**src/rtl/jcm_pkg.sv**
```systemverilog
// ----------------------------------------------------------------------------
// jcm_pkg
// Shared types and constants for the jet colour map pipeline.
// ----------------------------------------------------------------------------
`default_nettype none

package jcm_pkg;

  localparam int DATA_W    = 32;
  localparam int CPS_W     = 9;
  localparam int CPS_MAX   = 511;
  localparam int COLOR_W   = 8;
  localparam int CFG_IDX_W = 2;

  localparam logic [CFG_IDX_W-1:0] REG_COLORS = 2'd0;
  localparam logic [CFG_IDX_W-1:0] REG_LOWER  = 2'd1;
  localparam logic [CFG_IDX_W-1:0] REG_UPPER  = 2'd2;

  localparam logic [CPS_W-1:0]  CPS_RESET   = 9'd20;
  localparam logic [DATA_W-1:0] LOWER_RESET = 32'h0000_0000;
  localparam logic [DATA_W-1:0] UPPER_RESET = 32'h0001_0000;

  localparam logic [COLOR_W-1:0] COLOR_FULL = 8'd255;
  localparam logic [COLOR_W-1:0] COLOR_HALF = 8'd128;

  typedef enum logic [2:0] {
    SEG_DEEP_BLUE,
    SEG_GREEN_UP,
    SEG_CYAN_YELLOW,
    SEG_RED_HOLD,
    SEG_RED_FADE
  } seg_t;

  typedef struct packed {
    logic hit;
    seg_t seg;
  } tag_t;

endpackage

`default_nettype wire

```
**src/rtl/jcm_div_pipe.sv**
```systemverilog
// ----------------------------------------------------------------------------
// jcm_div_pipe
// Pipelined restoring divider, one quotient bit per stage, shared divisor.
// ----------------------------------------------------------------------------
`default_nettype none

module jcm_div_pipe #(
  parameter int DW    = 43,
  parameter int VW    = 32,
  parameter int QW    = 11,
  parameter int LANES = 1
) (
  input  logic                         clk,
  input  logic                         rst,
  input  logic                         in_valid,
  input  jcm_pkg::tag_t                in_tag,
  input  logic [LANES-1:0][DW-1:0]     dividend,
  input  logic [VW-1:0]                divisor,
  output logic                         out_valid,
  output jcm_pkg::tag_t                out_tag,
  output logic [LANES-1:0][QW-1:0]     quotient
);
  import jcm_pkg::*;

  localparam int CW = VW + QW;

  logic [CW-1:0]                step     [QW];
  logic [LANES-1:0][CW-1:0]     rem_in   [QW];
  logic [LANES-1:0][CW-1:0]     rem_next [QW];
  logic [LANES-1:0][CW-1:0]     rem_q    [QW];
  logic [LANES-1:0][QW-1:0]     quo_in   [QW];
  logic [LANES-1:0][QW-1:0]     quo_next [QW];
  logic [LANES-1:0][QW-1:0]     quo_q    [QW];
  logic                         vld_q    [QW];
  tag_t                         tag_q    [QW];

  always_comb begin
    for (int l = 0; l < LANES; l++) begin
      rem_in[0][l] = CW'(dividend[l]);
    end
    quo_in[0] = '0;
    for (int s = 1; s < QW; s++) begin
      rem_in[s] = rem_q[s-1];
      quo_in[s] = quo_q[s-1];
    end
    for (int s = 0; s < QW; s++) begin
      step[s] = CW'(divisor) << (QW - 1 - s);
      for (int l = 0; l < LANES; l++) begin
        if (rem_in[s][l] >= step[s]) begin
          rem_next[s][l] = rem_in[s][l] - step[s];
          quo_next[s][l] = quo_in[s][l] | (QW'(1) << (QW - 1 - s));
        end else begin
          rem_next[s][l] = rem_in[s][l];
          quo_next[s][l] = quo_in[s][l];
        end
      end
    end
  end

  always_ff @(posedge clk) begin
    if (rst) begin
      for (int s = 0; s < QW; s++) begin
        vld_q[s] <= 1'b0;
      end
    end else begin
      vld_q[0] <= in_valid;
      for (int s = 1; s < QW; s++) begin
        vld_q[s] <= vld_q[s-1];
      end
    end
  end

  always_ff @(posedge clk) begin
    tag_q[0] <= in_tag;
    for (int s = 1; s < QW; s++) begin
      tag_q[s] <= tag_q[s-1];
    end
    for (int s = 0; s < QW; s++) begin
      rem_q[s] <= rem_next[s];
      quo_q[s] <= quo_next[s];
    end
  end

  assign out_valid = vld_q[QW-1];
  assign out_tag   = tag_q[QW-1];
  assign quotient  = quo_q[QW-1];

endmodule

`default_nettype wire

```
**src/rtl/jcm_front.sv**
```systemverilog
// ----------------------------------------------------------------------------
// jcm_front
// Range test and scaled offset: (sample - lower) * total over two stages.
// ----------------------------------------------------------------------------
`default_nettype none

module jcm_front #(
  parameter int TOT_W = 11
) (
  input  logic                                  clk,
  input  logic                                  rst,
  input  logic                                  in_valid,
  input  logic signed [jcm_pkg::DATA_W-1:0]     sample,
  input  logic signed [jcm_pkg::DATA_W-1:0]     lower,
  input  logic signed [jcm_pkg::DATA_W-1:0]     upper,
  input  logic [TOT_W-1:0]                      total,
  output logic                                  out_valid,
  output jcm_pkg::tag_t                         out_tag,
  output logic [jcm_pkg::DATA_W+TOT_W-1:0]      product
);
  import jcm_pkg::*;

  localparam int PROD_W = DATA_W + TOT_W;

  logic              valid1;
  logic              hit1;
  logic [DATA_W-1:0] off1;

  always_ff @(posedge clk) begin
    if (rst) begin
      valid1    <= 1'b0;
      out_valid <= 1'b0;
    end else begin
      valid1    <= in_valid;
      out_valid <= valid1;
    end
  end

  always_ff @(posedge clk) begin
    hit1 <= (upper > lower) && (sample >= lower) && (sample <= upper);
    off1 <= DATA_W'(sample - lower);
    out_tag.hit <= hit1;
    out_tag.seg <= SEG_DEEP_BLUE;
    product <= hit1 ? PROD_W'(off1) * PROD_W'(total) : '0;
  end

endmodule

`default_nettype wire

```
**src/rtl/jcm_segment.sv**
```systemverilog
// ----------------------------------------------------------------------------
// jcm_segment
// Splits the colour index into segment and position, forms shade dividends.
// ----------------------------------------------------------------------------
`default_nettype none

module jcm_segment #(
  parameter int N_W   = 9,
  parameter int TOT_W = 11
) (
  input  logic                                      clk,
  input  logic                                      rst,
  input  logic                                      in_valid,
  input  jcm_pkg::tag_t                             in_tag,
  input  logic [TOT_W-1:0]                          idx,
  input  logic [N_W-1:0]                            n,
  input  logic [TOT_W-1:0]                          n2,
  input  logic [TOT_W-1:0]                          n3,
  input  logic [TOT_W-1:0]                          n4,
  input  logic [TOT_W-1:0]                          total,
  output logic                                      out_valid,
  output jcm_pkg::tag_t                             out_tag,
  output logic [1:0][N_W+jcm_pkg::COLOR_W-1:0]      dividend
);
  import jcm_pkg::*;

  localparam int SH_W = N_W + COLOR_W;

  seg_t             seg_c;
  logic [TOT_W-1:0] base_c;
  logic [TOT_W-1:0] diff_c;
  logic [N_W-1:0]   pos_c;

  logic             valid_a;
  tag_t             tag_a;
  logic [N_W-1:0]   pos_a;

  always_comb begin
    if (idx >= n4) begin
      seg_c  = SEG_RED_FADE;
      base_c = n4;
    end else if (idx >= n3) begin
      seg_c  = SEG_RED_HOLD;
      base_c = n3;
    end else if (idx >= n2) begin
      seg_c  = SEG_CYAN_YELLOW;
      base_c = n2;
    end else if (idx >= TOT_W'(n)) begin
      seg_c  = SEG_GREEN_UP;
      base_c = TOT_W'(n);
    end else begin
      seg_c  = SEG_DEEP_BLUE;
      base_c = '0;
    end
    diff_c = idx - base_c;
    // index at the upper bound clamps to the last step
    if (idx >= total) begin
      pos_c = n - N_W'(1);
    end else begin
      pos_c = N_W'(diff_c);
    end
  end

  always_ff @(posedge clk) begin
    if (rst) begin
      valid_a   <= 1'b0;
      out_valid <= 1'b0;
    end else begin
      valid_a   <= in_valid;
      out_valid <= valid_a;
    end
  end

  always_ff @(posedge clk) begin
    tag_a.hit   <= in_tag.hit;
    tag_a.seg   <= seg_c;
    pos_a       <= pos_c;
    out_tag     <= tag_a;
    dividend[0] <= SH_W'(pos_a) * SH_W'(COLOR_FULL);
    dividend[1] <= SH_W'(pos_a) * SH_W'(COLOR_HALF);
  end

endmodule

`default_nettype wire

```
**src/rtl/jcm_shade.sv**
```systemverilog
// ----------------------------------------------------------------------------
// jcm_shade
// Forms the output colour from segment and ramp values; output register.
// ----------------------------------------------------------------------------
`default_nettype none

module jcm_shade (
  input  logic                          clk,
  input  logic                          rst,
  input  logic                          in_valid,
  input  jcm_pkg::tag_t                 in_tag,
  input  logic [jcm_pkg::COLOR_W-1:0]   ramp_full,
  input  logic [jcm_pkg::COLOR_W-1:0]   ramp_half,
  output logic                          strobe,
  output logic [jcm_pkg::COLOR_W-1:0]   red,
  output logic [jcm_pkg::COLOR_W-1:0]   green,
  output logic [jcm_pkg::COLOR_W-1:0]   blue,
  output logic                          hit
);
  import jcm_pkg::*;

  logic [COLOR_W-1:0] red_next;
  logic [COLOR_W-1:0] green_next;
  logic [COLOR_W-1:0] blue_next;

  always_comb begin
    red_next   = '0;
    green_next = '0;
    blue_next  = '0;
    if (in_tag.hit) begin
      case (in_tag.seg)
        SEG_DEEP_BLUE: begin
          blue_next = COLOR_HALF + ramp_half;
        end
        SEG_GREEN_UP: begin
          green_next = ramp_full;
          blue_next  = COLOR_FULL;
        end
        SEG_CYAN_YELLOW: begin
          red_next   = ramp_full;
          green_next = COLOR_FULL;
          blue_next  = COLOR_FULL - ramp_full;
        end
        SEG_RED_HOLD: begin
          red_next   = COLOR_FULL;
          green_next = COLOR_FULL - ramp_full;
        end
        default: begin
          red_next = COLOR_FULL - ramp_half;
        end
      endcase
    end
  end

  always_ff @(posedge clk) begin
    if (rst) begin
      strobe <= 1'b0;
    end else begin
      strobe <= in_valid;
    end
  end

  always_ff @(posedge clk) begin
    red   <= red_next;
    green <= green_next;
    blue  <= blue_next;
    hit   <= in_tag.hit;
  end

endmodule

`default_nettype wire

```
**src/rtl/jet_colormap_lookup.sv**
```systemverilog
// path: an accepted sample passes the front stages, the index divider, the segment
//   stages, the ramp divider and the shade output register before strobe
// throughput: one sample per cycle, busy stays low; the index divider adds
//   one stage per quotient bit, the shade divider eight
// results cannot be stalled, every accepted sample gives one strobe
// rst (synchronous) empties the pipeline and loads the register defaults
// ----------------------------------------------------------------------------
// jet_colormap_lookup
// Maps a signed Q16.16 sample to a five-segment jet colour, fully pipelined.
// ----------------------------------------------------------------------------
`default_nettype none

module jet_colormap_lookup #(
  parameter int MAX_STEPS_PER_SEGMENT = 256
) (
  input  logic                                clk,
  input  logic                                rst,
  input  logic                                start,
  input  logic signed [jcm_pkg::DATA_W-1:0]   sample,
  output logic                                busy,
  output logic                                strobe,
  output logic [jcm_pkg::COLOR_W-1:0]         red,
  output logic [jcm_pkg::COLOR_W-1:0]         green,
  output logic [jcm_pkg::COLOR_W-1:0]         blue,
  output logic                                hit,
  input  logic                                cfg_valid,
  output logic                                cfg_ready,
  input  logic [jcm_pkg::CFG_IDX_W-1:0]       cfg_index,
  input  logic [jcm_pkg::DATA_W-1:0]          cfg_data
);
  import jcm_pkg::*;

  localparam int NMAX   = (MAX_STEPS_PER_SEGMENT < CPS_MAX) ? MAX_STEPS_PER_SEGMENT : CPS_MAX;
  localparam int N_W    = $clog2(NMAX + 1);
  localparam int TOT_W  = $clog2(5 * NMAX + 1);
  localparam int PROD_W = DATA_W + TOT_W;
  localparam int SH_W   = N_W + COLOR_W;

  logic [CPS_W-1:0]         colors_per_segment;
  logic signed [DATA_W-1:0] lower_bound;
  logic signed [DATA_W-1:0] upper_bound;

  logic [N_W-1:0]           n_next;
  logic [TOT_W-1:0]         n_wide;
  logic [N_W-1:0]           n_q;
  logic [TOT_W-1:0]         n2_q;
  logic [TOT_W-1:0]         n3_q;
  logic [TOT_W-1:0]         n4_q;
  logic [TOT_W-1:0]         total_q;
  logic [DATA_W-1:0]        span_q;

  logic                          f_valid;
  tag_t                          f_tag;
  logic [0:0][PROD_W-1:0]        f_prod;
  logic                          d_valid;
  tag_t                          d_tag;
  logic [0:0][TOT_W-1:0]         d_idx;
  logic                          s_valid;
  tag_t                          s_tag;
  logic [1:0][SH_W-1:0]          s_div;
  logic                          r_valid;
  tag_t                          r_tag;
  logic [1:0][COLOR_W-1:0]       r_ramp;

  assign busy      = 1'b0;
  assign cfg_ready = 1'b1;

  always_ff @(posedge clk) begin
    if (rst) begin
      colors_per_segment <= CPS_RESET;
      lower_bound        <= LOWER_RESET;
      upper_bound        <= UPPER_RESET;
    end else if (cfg_valid && cfg_ready) begin
      case (cfg_index)
        REG_COLORS: colors_per_segment <= cfg_data[CPS_W-1:0];
        REG_LOWER:  lower_bound        <= cfg_data;
        REG_UPPER:  upper_bound        <= cfg_data;
        default: ;
      endcase
    end
  end

  // zero steps act as one, large counts saturate
  always_comb begin
    if (colors_per_segment == '0) begin
      n_next = N_W'(1);
    end else if (colors_per_segment > CPS_W'(NMAX)) begin
      n_next = N_W'(NMAX);
    end else begin
      n_next = N_W'(colors_per_segment);
    end
    n_wide = TOT_W'(n_next);
  end

  always_ff @(posedge clk) begin
    n_q     <= n_next;
    n2_q    <= n_wide << 1;
    n3_q    <= (n_wide << 1) + n_wide;
    n4_q    <= n_wide << 2;
    total_q <= (n_wide << 2) + n_wide;
    span_q  <= DATA_W'(upper_bound - lower_bound);
  end

  jcm_front #(
    .TOT_W (TOT_W)
  ) u_front (
    .clk       (clk),
    .rst       (rst),
    .in_valid  (start && !busy),
    .sample    (sample),
    .lower     (lower_bound),
    .upper     (upper_bound),
    .total     (total_q),
    .out_valid (f_valid),
    .out_tag   (f_tag),
    .product   (f_prod[0])
  );

  jcm_div_pipe #(
    .DW    (PROD_W),
    .VW    (DATA_W),
    .QW    (TOT_W),
    .LANES (1)
  ) u_div_idx (
    .clk       (clk),
    .rst       (rst),
    .in_valid  (f_valid),
    .in_tag    (f_tag),
    .dividend  (f_prod),
    .divisor   (span_q),
    .out_valid (d_valid),
    .out_tag   (d_tag),
    .quotient  (d_idx)
  );

  jcm_segment #(
    .N_W   (N_W),
    .TOT_W (TOT_W)
  ) u_segment (
    .clk       (clk),
    .rst       (rst),
    .in_valid  (d_valid),
    .in_tag    (d_tag),
    .idx       (d_idx[0]),
    .n         (n_q),
    .n2        (n2_q),
    .n3        (n3_q),
    .n4        (n4_q),
    .total     (total_q),
    .out_valid (s_valid),
    .out_tag   (s_tag),
    .dividend  (s_div)
  );

  jcm_div_pipe #(
    .DW    (SH_W),
    .VW    (N_W),
    .QW    (COLOR_W),
    .LANES (2)
  ) u_div_ramp (
    .clk       (clk),
    .rst       (rst),
    .in_valid  (s_valid),
    .in_tag    (s_tag),
    .dividend  (s_div),
    .divisor   (n_q),
    .out_valid (r_valid),
    .out_tag   (r_tag),
    .quotient  (r_ramp)
  );

  jcm_shade u_shade (
    .clk       (clk),
    .rst       (rst),
    .in_valid  (r_valid),
    .in_tag    (r_tag),
    .ramp_full (r_ramp[0]),
    .ramp_half (r_ramp[1]),
    .strobe    (strobe),
    .red       (red),
    .green     (green),
    .blue      (blue),
    .hit       (hit)
  );

endmodule

`default_nettype wire

```
**config.mk**
```make
export PLATFORM = sky130hd
export DESIGN_NAME = jet_colormap_lookup
export DESIGN_NICKNAME = d
export VERILOG_FILES = /design/src/rtl/jcm_pkg.sv /design/src/rtl/jcm_div_pipe.sv /design/src/rtl/jcm_front.sv /design/src/rtl/jcm_segment.sv /design/src/rtl/jcm_shade.sv /design/src/rtl/jet_colormap_lookup.sv
export SDC_FILE = /design/constraint.sdc
export NUM_CORES = 2
export LEC_CHECK = 0
export ABC_AREA = 0
export BUFFER_PORTS_ARGS = -buffer_cell sky130_fd_sc_hd__buf_2
export CAP_MARGIN = 20
export CORE_MARGIN = 1
export CORE_UTILIZATION = 35
export DETAILED_ROUTE_END_ITERATION = 6
export PLACE_DENSITY = 0.58
export SETUP_SLACK_MARGIN = 0.3
export SLEW_MARGIN = 40
export SYNTH_ARGS = -nofsm -noshare
export SYNTH_HDL_FRONTEND = slang
export SYNTH_SLANG_ARGS = --single-unit
```
**constraint.sdc**
```tcl
create_clock -name clk -period 16.1 [get_ports clk]
set_input_delay 1.61 -clock clk [delete_from_list [all_inputs] [get_ports clk]]
set_output_delay 1.61 -clock clk [all_outputs]
set_load 0.03 [all_outputs]
```
# [Word-level counts from Yosys, hierarchy flattened]
# Memories as Yosys holds them, arrays and structs flattened. A register that Yosys moved wholly into a read port is not among the register bits.
# Index checks and enable logic that the tools add are counted.
[op_classes] n_addsub=36 mul=2 n_lt_le_gt_ge=36 n_eq_ne=5 muxes=89 bitwise=19 n_reduce_logical=9
[ops] cell="$mux W43" count=11
[ops] cell="$mux W17" count=16
[ops] cell="$mux W9" count=8
[ops] cell="$pmux W8 S3" count=3
[ops] cell="$sub A32 B32 Y32" count=2
[ops] cell="$ge A43 B32 Y1" count=1
[ops] cell="$ge A43 B33 Y1" count=1
[ops] cell="$ge A43 B34 Y1" count=1
[ops] cell="$ge A43 B35 Y1" count=1
[ops] cell="$ge A43 B36 Y1" count=1
[ops] cell="$ge A43 B37 Y1" count=1
[ops] cell="$ge A43 B38 Y1" count=1
[ops] cell="$ge A43 B39 Y1" count=1
[ops] cell="$ge A43 B40 Y1" count=1
[ops] cell="$ge A43 B41 Y1" count=1
[ops] cell="$ge A43 B42 Y1" count=1
[ops] cell="$mul A32 B11 Y43" count=1
[ops] cell="$sub A43 B32 Y43" count=1
[ops] cell="$sub A43 B33 Y43" count=1
[ops] cell="$sub A43 B34 Y43" count=1
[ops] cell="$sub A43 B35 Y43" count=1
[ops] cell="$sub A43 B36 Y43" count=1
[ops] cell="$sub A43 B37 Y43" count=1
[ops] cell="$sub A43 B38 Y43" count=1
[ops] cell="other kinds (57)" count=137
[totals] regBits=283 ram_bits=1089 in_bits=70 output_inout_bits=28 word_cells=228 n_memories=8
[mem_list] name="u_div_idx.rem_q" words=11 word_bits=43 rd=10 rd_ports_with_merged_regs=0 wr=11 line="jcm_div_pipe.sv:30" text="logic [LANES-1:0][CW-1:0] rem_q [QW];"
[mem_list] name="u_div_ramp.rem_q" words=8 word_bits=34 rd=7 rd_ports_with_merged_regs=0 wr=8 line="jcm_div_pipe.sv:30"
[mem_list] name="u_div_ramp.quo_q" words=8 word_bits=16 rd=8 rd_ports_with_merged_regs=0 wr=8 line="jcm_div_pipe.sv:33" text="logic [LANES-1:0][QW-1:0] quo_q [QW];"
[mem_list] name="u_div_idx.quo_q" words=11 word_bits=11 rd=11 rd_ports_with_merged_regs=0 wr=11 line="jcm_div_pipe.sv:33"
[mem_list] name="u_div_idx.tag_q" words=11 word_bits=4 rd=11 rd_ports_with_merged_regs=1 wr=11 line="jcm_div_pipe.sv:35" text="tag_t tag_q [QW];"
[mem_list] name="u_div_ramp.tag_q" words=8 word_bits=4 rd=8 rd_ports_with_merged_regs=0 wr=8 line="jcm_div_pipe.sv:35"
[mem_list] name="+2 memories"

# [Longest topological paths before layout]
# An unclocked memory read counts as a cell.
[depth] ltp_word=8 ltp_mapped=24 mapped_depth_nobuf=24

# [Modules after synthesis]
# Synthesis repeated with hierarchy kept, for this count alone.
[hier_totals] cells_unflattened=8695 hier_area_um2=76937.5
[by_module_without_submodules] module="jcm_div_pipe (u_div_idx)" instances=1 cells_each=3869 area_each_um2=33012.9 seq_area_each_um2=11030.6
[by_module_without_submodules] module="jcm_front" instances=1 cells_each=1872 area_each_um2=16096.7 seq_area_each_um2=1581.5
[by_module_without_submodules] module="jcm_div_pipe (u_div_ramp)" instances=1 cells_each=1597 area_each_um2=15740.1 seq_area_each_um2=7006.7
[by_module_without_submodules] module="jet_colormap_lookup" instances=1 cells_each=747 area_each_um2=6359.8 seq_area_each_um2=2662.6
[by_module_without_submodules] module="jcm_segment" instances=1 cells_each=513 area_each_um2=4742.0 seq_area_each_um2=880.8
[by_module_without_submodules] module="jcm_shade" instances=1 cells_each=97 area_each_um2=985.9 seq_area_each_um2=520.5

# [Least setup slack after synthesis]
# OpenSTA, ideal clock, no wires.
[synth_path] path_type="register -> register" from="register total_q[7]" to="register u_front.product[38] in the netlist's numbering" setup_time_ps=128 arrival_time_ps=5795 t_required_ps=15972 slack_ps=10177 stages_incl_launch_ff=23 path_buffers=1 period_less_slack_ps=5923 path_cell_list="dfxtp_1 -> clkbuf_1 -> nand2_1 -> fa_1 -> inv_1 -> fa_1 -> fa_1 -> fa_1 -> inv_1 -> fa_1 -> inv_1 -> ha_1 -> a21o_1 -> a21oi_1 -> o211ai_1 -> or3_1 -> o21ai_0 -> o21ai_0 -> a221o_1 -> a31oi_1 -> o21ai_0 -> xnor2_1 -> nor2_1"
[synth_via] elab_chain_cells=1
[synth_lines] item="from (decl)" line="jet_colormap_lookup.sv:49" text="logic [TOT_W-1:0] total_q;"
[synth_lines] item="from (signal assigned)" line="jet_colormap_lookup.sv:100" text="total_q <= (n_wide << 2) + n_wide;"
[synth_lines] item="$mul A32 B11 Y43" line="jcm_front.sv:44" text="product <= hit1 ? PROD_W'(off1) * PROD_W'(total) : '0;"
[synth_lines] item="to (signal assigned)" line="jcm_front.sv:44"
[synth_lines] item="to (decl)" line="jcm_front.sv:19" text="output logic [jcm_pkg::DATA_W+TOT_W-1:0] product"
# No other way between the ends.
# A chain may end at the register's enable or synchronous reset.

# [Final worst setup path]
[layout_path] from="register total_q[10]" to="register u_front.product[38] in the netlist's numbering"
# Same word-level chain as after synthesis.

==> results.py <==
metrics = {
    "floorplan": {
        "die_h_microns": 456,
        "core_region_area_sq_mm": 0.205,
        "rows": 166,
        "die_x_microns": 456,
        "die_area_sq_mm": 0.208,
        "start_util": 0.352,
        "ios": 98,
    },
    "sta": {
        "drv_slew": 0,
        "finalHoldViolCount": 0,
        "post-route-min-period_ps": 6840,
        "setup_viol": 0,
        "relSlewSlack": 0.430,
        "rsz0062_at_grt": "false",
        "fin_skew_ps": 59.9,
        "tightest_slew_ps": 848,
        "period_share": 0.425,
        "max_freq_mhz": 146,
        "tns_ps": 0,
    },
    "detailed_routing": {
        "vias": 57100,
        "ant_nets": 0,
        "initialDrtViolationCount": 3265,
        "routed_wl_microns": 191000,
        "wl_per_cell_microns": 17.3,
        "drt_first_pass_iters": 6,
        "via_per_inst": 5.15,
        "drc": 0,
    },
    "clock_network": {
        "htreeDepth": 4,
        "hold_buffers": 0,
        "cts_sinks": 1122,
        "clk-insertion-delay-late_ps": 790,
        "cts_resized": 0,
        "post-cts-setup-buffer-count": 0,
        "cts_made_buffers": 134,
        "cts_buffer_depth": 3,
        "cts_tree": "built",
        "cts-root-buf": "clkbuf_16",
        "clkTransAtPathRegs_ps": 60,
    },
    "critical_path": {
        "path_delay_family": "adder cells",
        "path_buf_inv": 2,
        "r2r_setup_slack_ps": 9260,
        "r2r_cells": 20,
        "slowest_stage": "dfxtp_2",
        "worst-setup-path-type": "reg2reg",
        "critPathMaxFanout": 33,
        "cp-start-kind": "register",
        "end_kind": "register",
        "arrival_ps": 7510,
        "cpPeakStageDelay_ps": 790,
        "crit_chain": "and2_1, fa_1, fa_1, fa_1, fa_1, inv_1, fa_1, inv_1, ha_1, a21o_1, a21oi_1, o211ai_1, or3_1, o21ai_0, o21ai_0, a221o_1, a31oi_1, o21ai_0, xnor2_1, nor2_1",
        "r2r-end": "u_front.product[38]",
        "rr_startpoint": "total_q[10]",
        "worst_path_most_repeated_cell": "fa_1",
        "worstPathRequired_ps": 16760,
    },
    "placed_design": {
        "dpl_cell_area_sq_mm": 0.0756,
        "dp.final_hpwl_microns": 149000,
        "place.port_buffers": 95,
        "gp_congestion": 0.884,
        "dp_cells": 10900,
    },
    "grt": {
        "first_global_vias": 56600,
        "grt-ovfl-total": 0,
        "antenna_found_initial": 12,
        "grt_max_degree": 98,
        "grt_pass1_wl_microns": 306000,
        "grt_usage": 0.182,
    },
    "run_status": {
        "outcome": "finished, final reports clean",
    },
    "logic_synthesis": {
        "postSynth.asyncResetShare": 0,
        "synthTopCellsByCount": "dfxtp_1, nand2_1, ha_1",
        "ys_ff_latch": 1122,
        "synth-seq-area-share": 0.311,
        "synth_top_area_cell": "dfxtp_1",
        "synthFlopType": "dfxtp_1",
        "yosys-top-cells-area": "dfxtp_1, ha_1, fa_1",
        "synthCells": 8241,
        "synth.avg_cell_area_sq_um": 8.75,
        "yosysMostFrequentCell": "dfxtp_1",
        "synthesis.area_sq_mm": 0.0721,
        "synth_enable_flop_cells": 0,
        "synth_top_area_frac": 0.311,
        "synth_warnings": 0,
        "ys_types": 89,
        "syn_nets": 9421,
    },
    "job": {
        "maxCapViolations": 0,
    },
    "final_layout": {
        "postLayoutCoreUtil": 0.392,
        "synthToLayoutAreaGrowth_pct": 11.4,
        "design_area_sq_mm": 0.0803,
        "drive_gt1_frac": 0.0605,
        "nNetsFinal": 9479,
        "final_cells": 11100,
    },
    "worst_hold_path": {
        "whs_path_depth": 0,
        "hold_start": "u_div_idx.quo_q[8][2]",
        "hold_class": "reg2reg",
        "min_to": "u_div_idx.quo_q[9][2]",
    },
}
==> cell families after synthesis <==
kind of cell	synth area share
multiplexers	0.0135
XOR/XNOR	0.0664
AO/OA/AOI/OAI	0.168
adder cells (fa/ha/maj)	0.227
buffers and inverters	0.0485
other	0.000104
flip-flops	0.311
AND/OR/NAND/NOR	0.165
==> how the worst max path moves through the flow <==
stage          cells past startpoint             endpoint   startpoint  slack [ps]
4_1_cts                           20  u_front.product[38]  total_q[10]        9310
5_1_grt                           20  u_front.product[38]  total_q[10]        8750
6_report                          20  u_front.product[38]  total_q[10]        9260
3_3_place_gp                      20  u_front.product[38]  total_q[10]        8910
3_5_place_dp                      20  u_front.product[38]  total_q[10]        9320
2_1_floorplan                     22  u_front.product[38]   total_q[7]       10180
==> per-layer routing <==
metal / vias up / routed length (microns) / global-route usage
li1: 28500 / - / -
met1: 27100 / 85700 / 0.229
met2: 1192 / 91500 / 0.316
met3: 349 / 7240 / 0.0229
met4: 6 / 6950 / 0.0693
met5: - / 30 / 0
==> layout by cell type (no fill, tap or decap), types with 95 or more instances in the layout <==
master and n:
and2_1 188, xnor2_1 308, nand4_1 98, inv_1 670, nand2b_1 131, nand3_1 113
fa_1 333, clkbuf_16 134, nor3_1 132, a21oi_1 641, nor2_1 509, buf_2 95
dfxtp_1 1118, ha_1 777, nor2b_1 153, a21o_1 281, o21ai_0 521, nand2_1 882
xor2_1 239
==> registers in the layout, indices dropped and copies added, names as in the netlist, 25 cells and up <==
name / count
u_front.off1: 32
u_div_ramp.rem_q: 210
u_div_ramp.quo_q: 72
u_div_idx.quo_q: 66
lower_bound: 32
u_div_ramp.tag_q: 32
u_segment.dividend: 25
u_div_idx.rem_q: 430
u_front.product: 43
span_q: 32
upper_bound: 32
==> stage by stage <==
stage,setup slack (ps),hold slack (ps)
after floorplan,10180,310
after global placement,8910,310
after detailed placement,9320,312
after CTS,9310,292
after global routing,8750,302
final,9260,292
==> cell type report <==
cell class	instances	area, sq um
well taps	2688	3360
repair buffers	163	990
clock buffers	169	3670
clock inverters	68	1010
fillers	20500	124000
diodes	5	12.5
inverters	676	2540
multi-input cells	6202	46300
flip-flops and latches	1122	22500
Power is left out: the tool's default activity adds up to more than one toggle a clock period on the data nets, which glitch-free logic cannot reach.
